### config.mk
export PLATFORM = sky130hd
export DESIGN_NAME = sd_card_identify_sequencer_flat
export DESIGN_NICKNAME = d
export VERILOG_FILES = /design/src/hw/rtl/sdid_pkg.sv /design/src/hw/rtl/sdid_if.sv /design/src/hw/rtl/sdid_pipe_reg.sv /design/src/hw/rtl/sdid_cfg_regs.sv /design/src/hw/rtl/sdid_seq.sv /design/src/hw/rtl/sd_card_identify_sequencer.sv /design/src/flat_wrapper.sv
export SDC_FILE = /design/constraint.sdc
export NUM_CORES = 1
export LEC_CHECK = 0
export ABC_AREA = 1
export BUFFER_PORTS_ARGS = -buffer_cell sky130_fd_sc_hd__buf_2
export CORE_ASPECT_RATIO = 1.75
export CORE_MARGIN = 2
export CORE_UTILIZATION = 55
export CTS_CLUSTER_DIAMETER = 200
export DETAILED_ROUTE_END_ITERATION = 7
export PLACE_DENSITY = 0.89
export SYNTH_ARGS = -nofsm -noshare
export SYNTH_HDL_FRONTEND = slang
export SYNTH_SLANG_ARGS = --single-unit
export TNS_END_PERCENT = 5
### constraint.sdc
create_clock -name clk_i -period 4.7 [get_ports clk_i]
set_input_delay 0.235 -clock clk_i [delete_from_list [all_inputs] [get_ports clk_i]]
set_output_delay 0.235 -clock clk_i [all_outputs]
set_load 0.02 [all_outputs]
### src/hw/rtl/sdid_pkg.sv
// sdid_pkg: shared constants, codes and transaction types for the SD card
// identification sequencer. No dependencies.
package sdid_pkg;

  // block number to byte address shift for standard capacity cards
  localparam int unsigned BlockShift = 9;

  // configuration register indexes
  localparam int unsigned CfgIdxW = 2;
  localparam int unsigned CfgDataW = 10;
  localparam logic [CfgIdxW-1:0] CFG_RETRY_LIMIT = 2'd0;
  localparam logic [CfgIdxW-1:0] CFG_IDENT_DIV = 2'd1;
  localparam logic [CfgIdxW-1:0] CFG_DATA_DIV = 2'd2;

  // configuration reset values
  localparam logic [7:0] RETRY_LIMIT_RST = 8'd100;
  localparam logic [9:0] IDENT_DIV_RST = 10'd52;
  localparam logic [9:0] DATA_DIV_RST = 10'd1;

  // event modes
  localparam logic [1:0] MODE_START = 2'd0;
  localparam logic [1:0] MODE_COMPLETE = 2'd1;
  localparam logic [1:0] MODE_BLOCK = 2'd2;

  // sequence phases
  localparam logic [3:0] PH_IDLE = 4'd0;
  localparam logic [3:0] PH_CMD0 = 4'd1;
  localparam logic [3:0] PH_CMD8 = 4'd2;
  localparam logic [3:0] PH_CMD55 = 4'd3;
  localparam logic [3:0] PH_ACMD41 = 4'd4;
  localparam logic [3:0] PH_CMD2 = 4'd5;
  localparam logic [3:0] PH_CMD3 = 4'd6;
  localparam logic [3:0] PH_CMD7 = 4'd7;
  localparam logic [3:0] PH_READY = 4'd8;
  localparam logic [3:0] PH_BLOCK = 4'd9;

  // card kinds
  localparam logic [1:0] KIND_UNKNOWN = 2'd0;
  localparam logic [1:0] KIND_V1 = 2'd1;
  localparam logic [1:0] KIND_V2 = 2'd2;
  localparam logic [1:0] KIND_HC = 2'd3;

  // actions and result codes
  localparam logic [1:0] ACT_NONE = 2'd0;
  localparam logic [1:0] ACT_ISSUE = 2'd1;
  localparam logic [1:0] ACT_DONE = 2'd2;
  localparam logic [1:0] RES_OK = 2'd0;
  localparam logic [1:0] RES_ERROR = 2'd1;
  localparam logic [1:0] RES_TIMEOUT = 2'd2;

  // command and transfer mode words
  localparam logic [31:0] C_GO_IDLE = 32'h0000_0000;
  localparam logic [31:0] C_SEND_CID = 32'h0201_0000;
  localparam logic [31:0] C_SEND_RCA = 32'h0302_0000;
  localparam logic [31:0] C_SELECT = 32'h0703_0000;
  localparam logic [31:0] C_IF_COND = 32'h0802_0000;
  localparam logic [31:0] C_READ_ONE = 32'h1122_0010;
  localparam logic [31:0] C_WRITE_ONE = 32'h1822_0000;
  localparam logic [31:0] C_APP = 32'h3700_0000;
  localparam logic [31:0] C_OP_COND = 32'h2902_0000;

  // argument and response constants
  localparam logic [11:0] IF_COND_PATTERN = 12'h1AA;
  localparam logic [31:0] OCR_ARG_HC = 32'h40FF_8000;
  localparam logic [31:0] OCR_ARG_SC = 32'h00FF_8000;
  localparam int unsigned OcrBusyBit = 31;
  localparam int unsigned OcrCcsBit = 30;

  typedef struct packed {
    logic [1:0]  mode;
    logic        cmd_ok;
    logic [31:0] resp_word0;
    logic [31:0] resp_word1;
    logic [31:0] resp_word2;
    logic [31:0] resp_word3;
    logic [31:0] block_address;
    logic        is_write;
  } in_item_t;

  typedef struct packed {
    logic [1:0]  action;
    logic [31:0] cmd_word;
    logic [31:0] cmd_arg;
    logic [9:0]  clock_div;
    logic [1:0]  card_kind;
    logic [1:0]  result_code;
    logic        card_ready;
  } res_item_t;

  typedef struct packed {
    logic [7:0] retry_limit;
    logic [9:0] ident_clock_div;
    logic [9:0] data_clock_div;
  } cfg_t;

  typedef struct packed {
    logic [3:0] phase;
    logic       fast_clock;
  } seq_status_t;

endpackage

### src/hw/rtl/sdid_if.sv
// sdid_in_if and sdid_out_if: valid/ready channels of the sequencer.
// Depends on nothing.
interface sdid_in_if;
  logic        valid;
  logic        ready;
  logic [1:0]  mode;
  logic        cmd_ok;
  logic [31:0] resp_word0;
  logic [31:0] resp_word1;
  logic [31:0] resp_word2;
  logic [31:0] resp_word3;
  logic [31:0] block_address;
  logic        is_write;

  modport source (
    output valid, mode, cmd_ok, resp_word0, resp_word1, resp_word2, resp_word3,
           block_address, is_write,
    input  ready
  );
  modport sink (
    input  valid, mode, cmd_ok, resp_word0, resp_word1, resp_word2, resp_word3,
           block_address, is_write,
    output ready
  );
endinterface

interface sdid_out_if;
  logic        valid;
  logic        ready;
  logic [1:0]  action;
  logic [31:0] cmd_word;
  logic [31:0] cmd_arg;
  logic [9:0]  clock_div;
  logic [1:0]  card_kind;
  logic [1:0]  result_code;
  logic        card_ready;

  modport source (
    output valid, action, cmd_word, cmd_arg, clock_div, card_kind, result_code,
           card_ready,
    input  ready
  );
  modport sink (
    input  valid, action, cmd_word, cmd_arg, clock_div, card_kind, result_code,
           card_ready,
    output ready
  );
endinterface

### src/hw/rtl/sdid_pipe_reg.sv
// sdid_pipe_reg: one-entry valid/ready pipeline register, full throughput.
// Depends on nothing.
module sdid_pipe_reg #(
  parameter int unsigned Width = 8
) (
  input  logic             clk_i,
  input  logic             rst_ni,
  input  logic             in_valid_i,
  output logic             in_ready_o,
  input  logic [Width-1:0] in_data_i,
  output logic             out_valid_o,
  input  logic             out_ready_i,
  output logic [Width-1:0] out_data_o
);

  logic             valid_q;
  logic [Width-1:0] data_q;

  // accept when empty or when the held transaction leaves this cycle
  assign in_ready_o = !valid_q || out_ready_i;

  // occupancy flag
  always_ff @(posedge clk_i or negedge rst_ni) begin
    if (!rst_ni) begin
      valid_q <= 1'b0;
    end else if (in_ready_o) begin
      valid_q <= in_valid_i;
    end
  end

  // payload, no reset
  always_ff @(posedge clk_i) begin
    if (in_valid_i && in_ready_o) begin
      data_q <= in_data_i;
    end
  end

  assign out_valid_o = valid_q;
  assign out_data_o = data_q;

endmodule

### src/hw/rtl/sdid_cfg_regs.sv
// sdid_cfg_regs: write-only configuration registers of the sequencer.
// Depends on sdid_pkg.
module sdid_cfg_regs
  import sdid_pkg::*;
(
  input  logic                clk_i,
  input  logic                rst_ni,
  input  logic                cfg_we_i,
  input  logic [CfgIdxW-1:0]  cfg_idx_i,
  input  logic [CfgDataW-1:0] cfg_wdata_i,
  output cfg_t                cfg_o
);

  cfg_t cfg_q;

  // register writes, unknown indexes are dropped
  always_ff @(posedge clk_i or negedge rst_ni) begin
    if (!rst_ni) begin
      cfg_q.retry_limit <= RETRY_LIMIT_RST;
      cfg_q.ident_clock_div <= IDENT_DIV_RST;
      cfg_q.data_clock_div <= DATA_DIV_RST;
    end else if (cfg_we_i) begin
      case (cfg_idx_i)
        CFG_RETRY_LIMIT: cfg_q.retry_limit <= cfg_wdata_i[7:0];
        CFG_IDENT_DIV: cfg_q.ident_clock_div <= cfg_wdata_i;
        CFG_DATA_DIV: cfg_q.data_clock_div <= cfg_wdata_i;
        default: ;
      endcase
    end
  end

  assign cfg_o = cfg_q;

endmodule

### src/hw/rtl/sdid_seq.sv
// sdid_seq: identification state and the single-pass next-state logic that
// turns one event into one result. Depends on sdid_pkg.
module sdid_seq
  import sdid_pkg::*;
(
  input  logic        clk_i,
  input  logic        rst_ni,
  input  logic        fire_i,
  input  in_item_t    item_i,
  input  cfg_t        cfg_i,
  output res_item_t   res_o,
  output seq_status_t status_o
);

  logic [3:0]  phase_q, phase_d;
  logic [1:0]  kind_q, kind_d;
  logic [15:0] rca_q, rca_d;
  logic [7:0]  attempts_q, attempts_d;
  logic        fast_q, fast_d;
  logic [31:0] ocr_q;
  logic [31:0] cid_q [4];
  logic        ocr_we, cid_we;

  logic [1:0]  act;
  logic [31:0] word;
  logic [31:0] arg;
  logic [1:0]  res;
  logic [31:0] r0;

  assign r0 = item_i.resp_word0;

  // next state and result for the event at the head of the input register
  always_comb begin
    phase_d = phase_q;
    kind_d = kind_q;
    rca_d = rca_q;
    attempts_d = attempts_q;
    fast_d = fast_q;
    ocr_we = 1'b0;
    cid_we = 1'b0;
    act = ACT_NONE;
    word = '0;
    arg = '0;
    res = RES_OK;
    case (item_i.mode)
      MODE_START: begin
        kind_d = KIND_UNKNOWN;
        rca_d = '0;
        attempts_d = cfg_i.retry_limit;
        fast_d = 1'b0;
        phase_d = PH_CMD0;
        act = ACT_ISSUE;
        word = C_GO_IDLE;
      end
      MODE_COMPLETE: begin
        case (phase_q)
          PH_CMD0: begin
            if (!item_i.cmd_ok) begin
              phase_d = PH_IDLE;
              act = ACT_DONE;
              res = RES_ERROR;
            end else begin
              phase_d = PH_CMD8;
              act = ACT_ISSUE;
              word = C_IF_COND;
              arg = {20'h0, IF_COND_PATTERN};
            end
          end
          PH_CMD8: begin
            // echo mismatch fails, a failed command means a version 1 card
            if (item_i.cmd_ok && (r0[11:0] != IF_COND_PATTERN)) begin
              phase_d = PH_IDLE;
              act = ACT_DONE;
              res = RES_ERROR;
            end else begin
              kind_d = item_i.cmd_ok ? KIND_V2 : KIND_V1;
              phase_d = PH_CMD55;
              act = ACT_ISSUE;
              word = C_APP;
              arg = {rca_q, 16'h0};
            end
          end
          PH_CMD55: begin
            if (!item_i.cmd_ok) begin
              phase_d = PH_IDLE;
              act = ACT_DONE;
              res = RES_ERROR;
            end else begin
              phase_d = PH_ACMD41;
              act = ACT_ISSUE;
              word = C_OP_COND;
              arg = (kind_q == KIND_V2) ? OCR_ARG_HC : OCR_ARG_SC;
            end
          end
          PH_ACMD41: begin
            if (!item_i.cmd_ok) begin
              phase_d = PH_IDLE;
              act = ACT_DONE;
              res = RES_ERROR;
            end else if (r0[OcrBusyBit]) begin
              ocr_we = 1'b1;
              if (r0[OcrCcsBit] && (kind_q == KIND_V2)) begin
                kind_d = KIND_HC;
              end
              phase_d = PH_CMD2;
              act = ACT_ISSUE;
              word = C_SEND_CID;
            end else if (attempts_q == '0) begin
              phase_d = PH_IDLE;
              act = ACT_DONE;
              res = RES_TIMEOUT;
            end else begin
              attempts_d = attempts_q - 8'd1;
              phase_d = PH_CMD55;
              act = ACT_ISSUE;
              word = C_APP;
              arg = {rca_q, 16'h0};
            end
          end
          PH_CMD2: begin
            if (!item_i.cmd_ok) begin
              phase_d = PH_IDLE;
              act = ACT_DONE;
              res = RES_ERROR;
            end else begin
              cid_we = 1'b1;
              phase_d = PH_CMD3;
              act = ACT_ISSUE;
              word = C_SEND_RCA;
            end
          end
          PH_CMD3: begin
            if (!item_i.cmd_ok) begin
              phase_d = PH_IDLE;
              act = ACT_DONE;
              res = RES_ERROR;
            end else begin
              rca_d = r0[31:16];
              fast_d = 1'b1;
              phase_d = PH_CMD7;
              act = ACT_ISSUE;
              word = C_SELECT;
              arg = {r0[31:16], 16'h0};
            end
          end
          PH_CMD7: begin
            phase_d = item_i.cmd_ok ? PH_READY : PH_IDLE;
            act = ACT_DONE;
            res = item_i.cmd_ok ? RES_OK : RES_ERROR;
          end
          PH_BLOCK: begin
            phase_d = PH_READY;
            act = ACT_DONE;
            res = item_i.cmd_ok ? RES_OK : RES_ERROR;
          end
          default: ;
        endcase
      end
      MODE_BLOCK: begin
        if (phase_q != PH_READY) begin
          act = ACT_DONE;
          res = RES_ERROR;
        end else begin
          phase_d = PH_BLOCK;
          act = ACT_ISSUE;
          word = item_i.is_write ? C_WRITE_ONE : C_READ_ONE;
          arg = (kind_q == KIND_HC) ? item_i.block_address
                                    : (item_i.block_address << BlockShift);
        end
      end
      default: ;
    endcase
  end

  // result fields reflect the state after this event
  always_comb begin
    res_o.action = act;
    res_o.cmd_word = word;
    res_o.cmd_arg = arg;
    res_o.clock_div = fast_d ? cfg_i.data_clock_div : cfg_i.ident_clock_div;
    res_o.card_kind = kind_d;
    res_o.result_code = res;
    res_o.card_ready = phase_d inside {PH_READY, PH_BLOCK};
  end

  // control state
  always_ff @(posedge clk_i or negedge rst_ni) begin
    if (!rst_ni) begin
      phase_q <= PH_IDLE;
      kind_q <= KIND_UNKNOWN;
      rca_q <= '0;
      attempts_q <= '0;
      fast_q <= 1'b0;
    end else if (fire_i) begin
      phase_q <= phase_d;
      kind_q <= kind_d;
      rca_q <= rca_d;
      attempts_q <= attempts_d;
      fast_q <= fast_d;
    end
  end

  // operating conditions register
  always_ff @(posedge clk_i or negedge rst_ni) begin
    if (!rst_ni) begin
      ocr_q <= '0;
    end else if (fire_i && ocr_we) begin
      ocr_q <= r0;
    end
  end

  // card identification words, undefined until the first capture
  always_ff @(posedge clk_i) begin
    if (fire_i && cid_we) begin
      cid_q[0] <= r0;
      cid_q[1] <= item_i.resp_word1;
      cid_q[2] <= item_i.resp_word2;
      cid_q[3] <= item_i.resp_word3;
    end
  end

  assign status_o.phase = phase_q;
  assign status_o.fast_clock = fast_q;

endmodule

### src/hw/rtl/sd_card_identify_sequencer.sv
// sd_card_identify_sequencer: top level of the SD card identification
// sequencer. Depends on sdid_pkg, sdid_if, sdid_pipe_reg, sdid_cfg_regs, sdid_seq.
//
//   channel   dir   handshake      contents
//   in_ch     in    valid/ready    event: mode, cmd_ok, response words, block request
//   out_ch    out   valid/ready    result: action, command word and argument, status
//   cfg_*     in    write enable   retry_limit, ident_clock_div, data_clock_div
//
// One event per cycle sustained while the output accepts; an input register
// is followed by the result register, with the state update at the hop between.
// Reset brings the card phase to idle and the registers to their defaults.
// A stalled output holds its result while one more event waits in the input
// register; ready upstream drops only when both registers are full and stalled.
module sd_card_identify_sequencer
  import sdid_pkg::*;
(
  input  logic                clk_i,
  input  logic                rst_ni,
  sdid_in_if.sink             in_ch,
  sdid_out_if.source          out_ch,
  input  logic                cfg_we_i,
  input  logic [CfgIdxW-1:0]  cfg_idx_i,
  input  logic [CfgDataW-1:0] cfg_wdata_i
);

  // register widths follow the transaction types
  localparam int unsigned InWidth = $bits(in_item_t);
  localparam int unsigned ResWidth = $bits(res_item_t);

  in_item_t      in_pkt, head;
  res_item_t     res_d, res_q;
  cfg_t          cfg;
  seq_status_t   status;
  logic          head_valid, res_in_ready, fire;
  logic [InWidth-1:0]  head_vec;
  logic [ResWidth-1:0] res_vec;

  // pack the incoming transaction
  always_comb begin
    in_pkt.mode = in_ch.mode;
    in_pkt.cmd_ok = in_ch.cmd_ok;
    in_pkt.resp_word0 = in_ch.resp_word0;
    in_pkt.resp_word1 = in_ch.resp_word1;
    in_pkt.resp_word2 = in_ch.resp_word2;
    in_pkt.resp_word3 = in_ch.resp_word3;
    in_pkt.block_address = in_ch.block_address;
    in_pkt.is_write = in_ch.is_write;
  end

  // input register
  sdid_pipe_reg #(
    .Width(InWidth)
  ) u_in_reg (
    .clk_i      (clk_i),
    .rst_ni     (rst_ni),
    .in_valid_i (in_ch.valid),
    .in_ready_o (in_ch.ready),
    .in_data_i  (in_pkt),
    .out_valid_o(head_valid),
    .out_ready_i(res_in_ready),
    .out_data_o (head_vec)
  );

  assign head = in_item_t'(head_vec);
  assign fire = head_valid && res_in_ready;

  // configuration registers
  sdid_cfg_regs u_cfg (
    .clk_i      (clk_i),
    .rst_ni     (rst_ni),
    .cfg_we_i   (cfg_we_i),
    .cfg_idx_i  (cfg_idx_i),
    .cfg_wdata_i(cfg_wdata_i),
    .cfg_o      (cfg)
  );

  // sequence state and next-state logic
  sdid_seq u_seq (
    .clk_i   (clk_i),
    .rst_ni  (rst_ni),
    .fire_i  (fire),
    .item_i  (head),
    .cfg_i   (cfg),
    .res_o   (res_d),
    .status_o(status)
  );

  // result register
  sdid_pipe_reg #(
    .Width(ResWidth)
  ) u_res_reg (
    .clk_i      (clk_i),
    .rst_ni     (rst_ni),
    .in_valid_i (head_valid),
    .in_ready_o (res_in_ready),
    .in_data_i  (res_d),
    .out_valid_o(out_ch.valid),
    .out_ready_i(out_ch.ready),
    .out_data_o (res_vec)
  );

  assign res_q = res_item_t'(res_vec);

  // unpack the outgoing transaction
  always_comb begin
    out_ch.action = res_q.action;
    out_ch.cmd_word = res_q.cmd_word;
    out_ch.cmd_arg = res_q.cmd_arg;
    out_ch.clock_div = res_q.clock_div;
    out_ch.card_kind = res_q.card_kind;
    out_ch.result_code = res_q.result_code;
    out_ch.card_ready = res_q.card_ready;
  end

  // a start event always lands in the first command phase
  a_start_phase: assert property (@(posedge clk_i) disable iff (!rst_ni)
    fire && (head.mode == MODE_START) |=> status.phase == PH_CMD0)
    else $error("start event did not enter the CMD0 phase");

  // a ready card has been typed and runs on the data clock
  a_ready_kind: assert property (@(posedge clk_i) disable iff (!rst_ni)
    out_ch.valid && out_ch.card_ready |->
      (out_ch.card_kind != KIND_UNKNOWN) && (out_ch.clock_div == cfg.data_clock_div))
    else $error("ready card without known type or data clock");

  // ready phases always run with the fast clock selected
  a_ready_fast: assert property (@(posedge clk_i) disable iff (!rst_ni)
    (status.phase == PH_READY) || (status.phase == PH_BLOCK) |-> status.fast_clock)
    else $error("ready phase with identification clock selected");

  // a timeout leaves the card idle and not ready
  a_timeout_idle: assert property (@(posedge clk_i) disable iff (!rst_ni)
    fire && (res_d.result_code == RES_TIMEOUT) |=>
      (status.phase == PH_IDLE) && !res_q.card_ready)
    else $error("timeout did not return the sequence to idle");

endmodule

### src/flat_wrapper.sv
// flat-port wrapper written by rule: the top's interface ports become plain ports
module sd_card_identify_sequencer_flat import sdid_pkg::*;
  (clk_i, rst_ni, cfg_we_i, cfg_idx_i, cfg_wdata_i, in_ch_valid, in_ch_mode, in_ch_cmd_ok, in_ch_resp_word0, in_ch_resp_word1, in_ch_resp_word2, in_ch_resp_word3, in_ch_block_address, in_ch_is_write, in_ch_ready, out_ch_valid, out_ch_action, out_ch_cmd_word, out_ch_cmd_arg, out_ch_clock_div, out_ch_card_kind, out_ch_result_code, out_ch_card_ready, out_ch_ready);
  sdid_in_if in_ch_i ();
  sdid_out_if out_ch_i ();
  input  logic clk_i;
  input  logic rst_ni;
  input  logic cfg_we_i;
  input  logic [CfgIdxW-1:0] cfg_idx_i;
  input  logic [CfgDataW-1:0] cfg_wdata_i;
  input wire logic [$bits(in_ch_i.valid)-1:0] in_ch_valid;
  input wire logic [$bits(in_ch_i.mode)-1:0] in_ch_mode;
  input wire logic [$bits(in_ch_i.cmd_ok)-1:0] in_ch_cmd_ok;
  input wire logic [$bits(in_ch_i.resp_word0)-1:0] in_ch_resp_word0;
  input wire logic [$bits(in_ch_i.resp_word1)-1:0] in_ch_resp_word1;
  input wire logic [$bits(in_ch_i.resp_word2)-1:0] in_ch_resp_word2;
  input wire logic [$bits(in_ch_i.resp_word3)-1:0] in_ch_resp_word3;
  input wire logic [$bits(in_ch_i.block_address)-1:0] in_ch_block_address;
  input wire logic [$bits(in_ch_i.is_write)-1:0] in_ch_is_write;
  output wire logic [$bits(in_ch_i.ready)-1:0] in_ch_ready;
  output wire logic [$bits(out_ch_i.valid)-1:0] out_ch_valid;
  output wire logic [$bits(out_ch_i.action)-1:0] out_ch_action;
  output wire logic [$bits(out_ch_i.cmd_word)-1:0] out_ch_cmd_word;
  output wire logic [$bits(out_ch_i.cmd_arg)-1:0] out_ch_cmd_arg;
  output wire logic [$bits(out_ch_i.clock_div)-1:0] out_ch_clock_div;
  output wire logic [$bits(out_ch_i.card_kind)-1:0] out_ch_card_kind;
  output wire logic [$bits(out_ch_i.result_code)-1:0] out_ch_result_code;
  output wire logic [$bits(out_ch_i.card_ready)-1:0] out_ch_card_ready;
  input wire logic [$bits(out_ch_i.ready)-1:0] out_ch_ready;
  assign in_ch_i.valid = in_ch_valid;
  assign in_ch_i.mode = in_ch_mode;
  assign in_ch_i.cmd_ok = in_ch_cmd_ok;
  assign in_ch_i.resp_word0 = in_ch_resp_word0;
  assign in_ch_i.resp_word1 = in_ch_resp_word1;
  assign in_ch_i.resp_word2 = in_ch_resp_word2;
  assign in_ch_i.resp_word3 = in_ch_resp_word3;
  assign in_ch_i.block_address = in_ch_block_address;
  assign in_ch_i.is_write = in_ch_is_write;
  assign in_ch_ready = in_ch_i.ready;
  assign out_ch_valid = out_ch_i.valid;
  assign out_ch_action = out_ch_i.action;
  assign out_ch_cmd_word = out_ch_i.cmd_word;
  assign out_ch_cmd_arg = out_ch_i.cmd_arg;
  assign out_ch_clock_div = out_ch_i.clock_div;
  assign out_ch_card_kind = out_ch_i.card_kind;
  assign out_ch_result_code = out_ch_i.result_code;
  assign out_ch_card_ready = out_ch_i.card_ready;
  assign out_ch_i.ready = out_ch_ready;
  sd_card_identify_sequencer u_core (.clk_i(clk_i), .rst_ni(rst_ni), .in_ch(in_ch_i), .out_ch(out_ch_i), .cfg_we_i(cfg_we_i), .cfg_idx_i(cfg_idx_i), .cfg_wdata_i(cfg_wdata_i));
endmodule
; Word level (Yosys, flattened, before mapping)
; Cells that the tools add are included.
[totals]
ff_bits = 306
latch_bits = 0
mem_bits_rw = 0
rom_bits = 0
wordCells = 128
n_memories = 0
[op_classes]
addsub = 1
n_mul = 0
div_mod_pow = 0
order_cmp = 0
eq_ne = 23
shift = 0
muxes = 71
bitwise = 0
reduce_logical = 21
[ops]
columns = op, n
row1 = $mux 32, 7
row2 = $pmux 30 s6, 1
row3 = $pmux 32 s5, 1
row4 = $mux 30, 5
row5 = $pmux 32 s2, 1
row6 = $mux 31, 2
row7 = $pmux 30 s2, 1
row8 = $mux 28, 2
row9 = $mux 2, 17
row10 = $mux 16, 2
row11 = $mux 8, 4
row12 = $pmux 16 s2, 1
row13 = $pmux 4 s8, 1
row14 = $mux 29, 1
row15 = $mux 27, 1
row16 = $mux 26, 1
row17 = $eq 4x3->1 const B, 4
row18 = $pmux 8 s2, 1
row19 = $mux 3, 5
row20 = $eq 4x4->1 const B, 3
row21 = $ne 12x9->1 const B, 1
row22 = $pmux 2 s2, 3
row23 = $pmux 2 s3, 2
row24 = $pmux 4 s3, 1
row25 = 26 further kinds, 48

; Longest topological paths before layout
[depth]
ltp_word = 8
mapped_depth = 12
ltp_nobuf = 12

; Hierarchy
; From an unflattened synthesis, not the netlist that was laid out.
[hier_totals]
hier_cells = 924
area_unflattened_um2 = 11961.5
[modules_own_cells]
columns = module, instances, cells_each, area_each_um2, seq_area_each_um2
row1 = sdid_pipe_reg (u_core.u_in_reg), 1, 170, 4969.8, 4949.7
row2 = sdid_seq, 1, 540, 3340.7, 775.7
row3 = sdid_pipe_reg (u_core.u_res_reg), 1, 87, 2477.4, 2457.4
row4 = sdid_cfg_regs, 1, 125, 1166.1, 709.4
row5 = sd_card_identify_sequencer, 1, 2, 7.5, 0.0

; Worst setup path before layout
; Ideal clock, no wire load.
[synth_path]
path_type = flip-flop to flip-flop
startpoint = reg u_core.u_res_reg.valid_q (netlist: u_core.u_res_reg.out_valid_o)
endpoint = reg u_core.u_seq.rca_q[10]
setup_time_ns = 0.140
arrival_ns = 2.781
required_time_ns = 4.560
path_slack_ns = 1.779
path_stages_with_launch = 6
synth_period_minus_slack_ns = 2.921
path_cell_list = dfrtp_1 -> nand2_1 -> nand2_1 -> clkinv_1 -> nand3_1 -> o22ai_1
[synth_via]
elab_chain_len = 4
[synth_lines]
columns = item, line
row1 = from (decl), sdid_pipe_reg.sv:16  ; logic valid_q;
row2 = from (signal assigned), sdid_pipe_reg.sv:27  ; valid_q <= in_valid_i;
row3 = $logic_not 1->1, sdid_pipe_reg.sv:20  ; assign in_ready_o = !valid_q || out_ready_i;
row4 = $logic_or 1x1->1, sdid_pipe_reg.sv:20
row5 = $logic_and 1x1->1, sd_card_identify_sequencer.sv:65  ; assign fire = head_valid && res_in_ready;
row6 = named net u_core.fire, sd_card_identify_sequencer.sv:34  ; logic head_valid, res_in_ready, fire;
row7 = $reduce_and 4->1 (no line), -
row8 = to (signal assigned), sdid_seq.sv:197  ; rca_q <= rca_d;
row9 = to (decl), sdid_seq.sv:17  ; logic [15:0] rca_q, rca_d;
; The timed path passes the listed nets, and every way through them passes these cells.
; A chain may end at the register's enable or synchronous reset.

==> reports/summary.log <==
[floorplanning] height of the die 164.8 um
[timing] fin. max-slew vios 0
[floorplanning] Starting Density 56.27%
[clocking] TritonCTS Buffers 17
[floorplanning] number of core rows 58
[place] count of buffers from port buffering 141
[place] HPWL Detailed 13140 um
[power_and_ir_drop] total chip power 4.554 mW
[critical_path] Crit path max-delay family flip-flops
[clocking] deepest clock path buffer count 2
[place] final weighted congestion of routability-driven global placement 0.9248
[cells_and_area] NumNets Final 1161
[clocking] clock root cell clkbuf_16
[timing] period utilization 59.77%
[power_and_ir_drop] sequential group share of total power 46.5%
[drt] total wire length 20120 um
[critical_path] delay of the slowest cell on the worst path 0.64 ns
[timing] minimum setup slack in the final design 1.891 ns
[critical_path] kind of end point of the critical path flip-flop
[timing] RSZ-0062 raised after global routing no
[timing] maximum operating frequency 0.3560 GHz
[timing] Tightest Pin Transition 0.8779 ns
[drt] router iterations before antenna repair 8
[critical_path] signal arrival time at the worst endpoint 2.98 ns
[outcome] outcome completed
[drt] DR vias 6375
[logic_synthesis] synthesized instance count 776
[critical_path] kind of critical path flip-flop to flip-flop
[logic_synthesis] Post-synth EDFFs 123
[timing] minimum clock period 2.809 ns
[timing] Fin Setup TNS 0 ns
[logic_synthesis] Yosys warnings 0
[grt] global-route wire length before repair 31080 um
[logic_synthesis] netlist area before placement 0.008127 mm2
[floorplanning] die outline area 0.01580 mm2
[critical_path] number of buffers and inverters on the critical path 2
[critical_path] largest driver fanout on the critical path 13
[floorplanning] I/O pin cnt 264
[drt] via-per-instance ratio 5.458
[drt] antenna-violating nets left 0
[cells_and_area] area delta synth->final 24.26%
[drt] number of DRC markers after the initial detailed-route iteration 517
[power_and_ir_drop] Switching Fraction 32.52%
[timing] maximum clock skew at final layout 0.01121 ns
[grt] GR Overflow Total 0
[grt] maximum number of pins on one net before global-route repair 65
[power_and_ir_drop] LEAKAGE 4.572 nW
[cells_and_area] final antenna diode count 0
[power_and_ir_drop] switching power 1.481 mW
[place] Setup Slack @ Placement 1.948 ns
[logic_synthesis] synthesis-stage register bit count 184
[grt] vias in the first global route 6343
[timing] count of final hold-check violations 0
[cells_and_area] Finished Layout Cells 1168
[logic_synthesis] average footprint of a synthesized cell 10.47 um2
[clocking] clock tree from TritonCTS built
[clocking] maximum level of the CTS H-tree 4
[cells_and_area] fraction of final layout cells with drive strength greater than 1 22.57%
[power_and_ir_drop] share of total power in combinational logic 21.7%
[drt] post-DR wirelength/cell 17.23 um
[clocking] total clock sinks 184
[floorplanning] die width 95.89 um
[worst_hold_path] class of the worst hold path input pin to flip-flop
[power_and_ir_drop] internal power component 3.073 mW
[critical_path] Cell Chain, Critical Path inv_1, nor2_2, inv_2, o21ai_2, mux2_2
[clocking] post_cts resized 0
[cells_and_area] post-layout util 69.93%
[logic_synthesis] share of flip-flops with an asynchronous set or reset 33.15%
[timing] number of setup violations in the final report 0
[cells_and_area] number of inserted filler cells in the final layout 1080
[clocking] Clock Latency Late Sink 0.43 ns
[run] total of max-cap violations 0
[power_and_ir_drop] PD cells 450.9 mW/mm2
[power_and_ir_drop] peak supply drop 280.5 uV
[logic_synthesis] Top FF cell, synth edfxtp_1
[critical_path] cell with the largest stage delay on the worst path edfxtp_1
[power_and_ir_drop] Clk pwr share 31.8%
[place] Inst Count DP 1073
[floorplanning] placeable core region 0.01444 mm2
[critical_path] Worst setup SP type flip-flop
[grt] global routing usage summed across all routing layers 26.40%
[drt] Remaining DRCs 0
[critical_path] CP required 4.87 ns
[logic_synthesis] sequential area share after synthesis 64.34%
[timing] Max-slew headroom 41.47%
[logic_synthesis] Netlist cell types 40
[clocking] Worst-path clk slew 0.07 ns
[grt] initial antenna violation count 0
[critical_path] flop2flop setup slack 1.89 ns
cells in the mapped netlist, drive strengths merged, types with 2 or more instances:
master  count  area, um2
nand4       8      50.05
dfstp       7      183.9
o21ai      84      439.2
a21boi      2      15.01
o211ai      4      30.03
ha          5      62.56
dfrtp      54       1351
buf        35      259.0
nor2       40      172.7
inv        89      334.1
a21oi      33      176.4
o22ai      13      81.33
edfxtp    123       3694
nand3      59      295.3
mux2       13      146.4
clkbuf     15      56.30
and3        3      18.77
or2         3      18.77
nand2     177      684.4
final cells by class:
class	count	area, um2	area share, %
Clock inverter	15	183.9	1.821
Sequential cell	184	5229	51.78
Multi-Input combinational cell	473	2323	23.01
Timing Repair Buffer	209	1374	13.60
Tap cell	180	225.2	2.230
Inverter	90	337.8	3.345
Clock buffer	17	425.4	4.213
power by group through the flow:
stage	Clock, mW	Sequential (mW)	Combinational, mW
detailed placement	0	2.14	0.924
finish	1.45	2.12	0.987
global placement	0	2.13	0.902
CTS	1.46	2.11	0.971
floorplan	0	2.20	0.594
global route	1.53	2.14	1.09
repair_timing:
item,4_1_cts,5_1_grt
hold endpoints to repair,76,1
hold buffers,62,1
buffers inserted,0,0
final timing paths:
check,startpoint,to,cells past startpoint
setup / recovery,u_core.u_in_reg.out_data_o[161]$_DFFE_PP_,u_core.u_res_reg.out_data_o[8]$_DFFE_PP_,5
hold / removal,in_ch_block_address[30],u_core.u_in_reg.out_data_o[31]$_DFFE_PP_,1
setup reg to reg,u_core.u_in_reg.out_data_o[161]$_DFFE_PP_,u_core.u_res_reg.out_data_o[8]$_DFFE_PP_,5
hold reg to reg,u_core.u_cfg.cfg_o[18]$_DFFE_PN0P_,u_core.u_cfg.cfg_o[18]$_DFFE_PN0P_,2
max in group asynchronous,rst_ni,u_core.u_seq.rca_q[3]$_DFFE_PN0P_,3
min in group asynchronous,rst_ni,u_core.u_cfg.cfg_o[8]$_DFFE_PN0P_,3
registers in the layout, summed over array words and instances, names as in the netlist:
name                          flops
u_core.u_res_reg.out_valid_o      1
u_core.u_seq.attempts_q           8
u_core.u_res_reg.out_data_o      59
u_core.u_in_reg.out_valid_o       1
u_core.u_seq.kind_q               2
u_core.u_seq.rca_q               16
u_core.u_seq.phase_q              4
u_core.u_cfg.cfg_o               28
u_core.u_in_reg.out_data_o       64
u_core.u_seq.fast_q               1
cells in the final DEF (no fill, tap or decap), drive strengths merged:
cell         instances
nor3b                1
clkinvlp             1
o32ai                1
inv                 98
dfstp                7
nor4                 1
dlygate4sd3         63
nand3               59
a31oi                1
clkbuf              17
mux2                13
clkinv               5
a21boi               2
nand2              177
ha                   5
bufinv               1
or2                  3
xnor2                1
and3                 3
edfxtp             123
nand4                8
nor2                40
a21oi               33
conb                22
o211ai               4
a211oi               1
nor3                 1
dfrtp               54
o21ai               84
buf                146
o22ai               13
per-stage QoR:
step	hold WS [ns]	area, um2
6_report	0.01310	10100
5_1_grt	0.001108	10100
3_5_place_dp	0.4131	8859
3_3_place_gp	0.4119	8859
4_1_cts	0.001096	10090
2_1_floorplan	-0.06059	8205
kinds of logic after synthesis:
group | after synthesis | share of synthesized area [%]
buffers and inverters | 140 | 8.037
adder cells (fa/ha/maj) | 5 | 0.7698
other | 1 | 0.04615
AND/OR/NAND/NOR | 293 | 15.49
flip-flops | 184 | 64.34
XOR/XNOR | 1 | 0.1078
multiplexers | 13 | 1.801
AO/OA/AOI/OAI | 139 | 9.407
worst reg2reg max path, stage by stage, from the launching register on:
cell and delay [ns]:
edfxtp_1 0.64, inv_1 0.23, nor2_2 0.43, inv_2 0.24, o21ai_2 0.58, mux2_2 0.44
routing by layer:
layer	up-vias	GRT usage [%]	part of all wire (%)
met5	-	0	0
met4	0	13.12	4.4
met3	55	3.923	6.3
met2	320	48.89	55
met1	3011	28.45	35
li1	2989	-	-
Power figures use the tool's default switching activity.
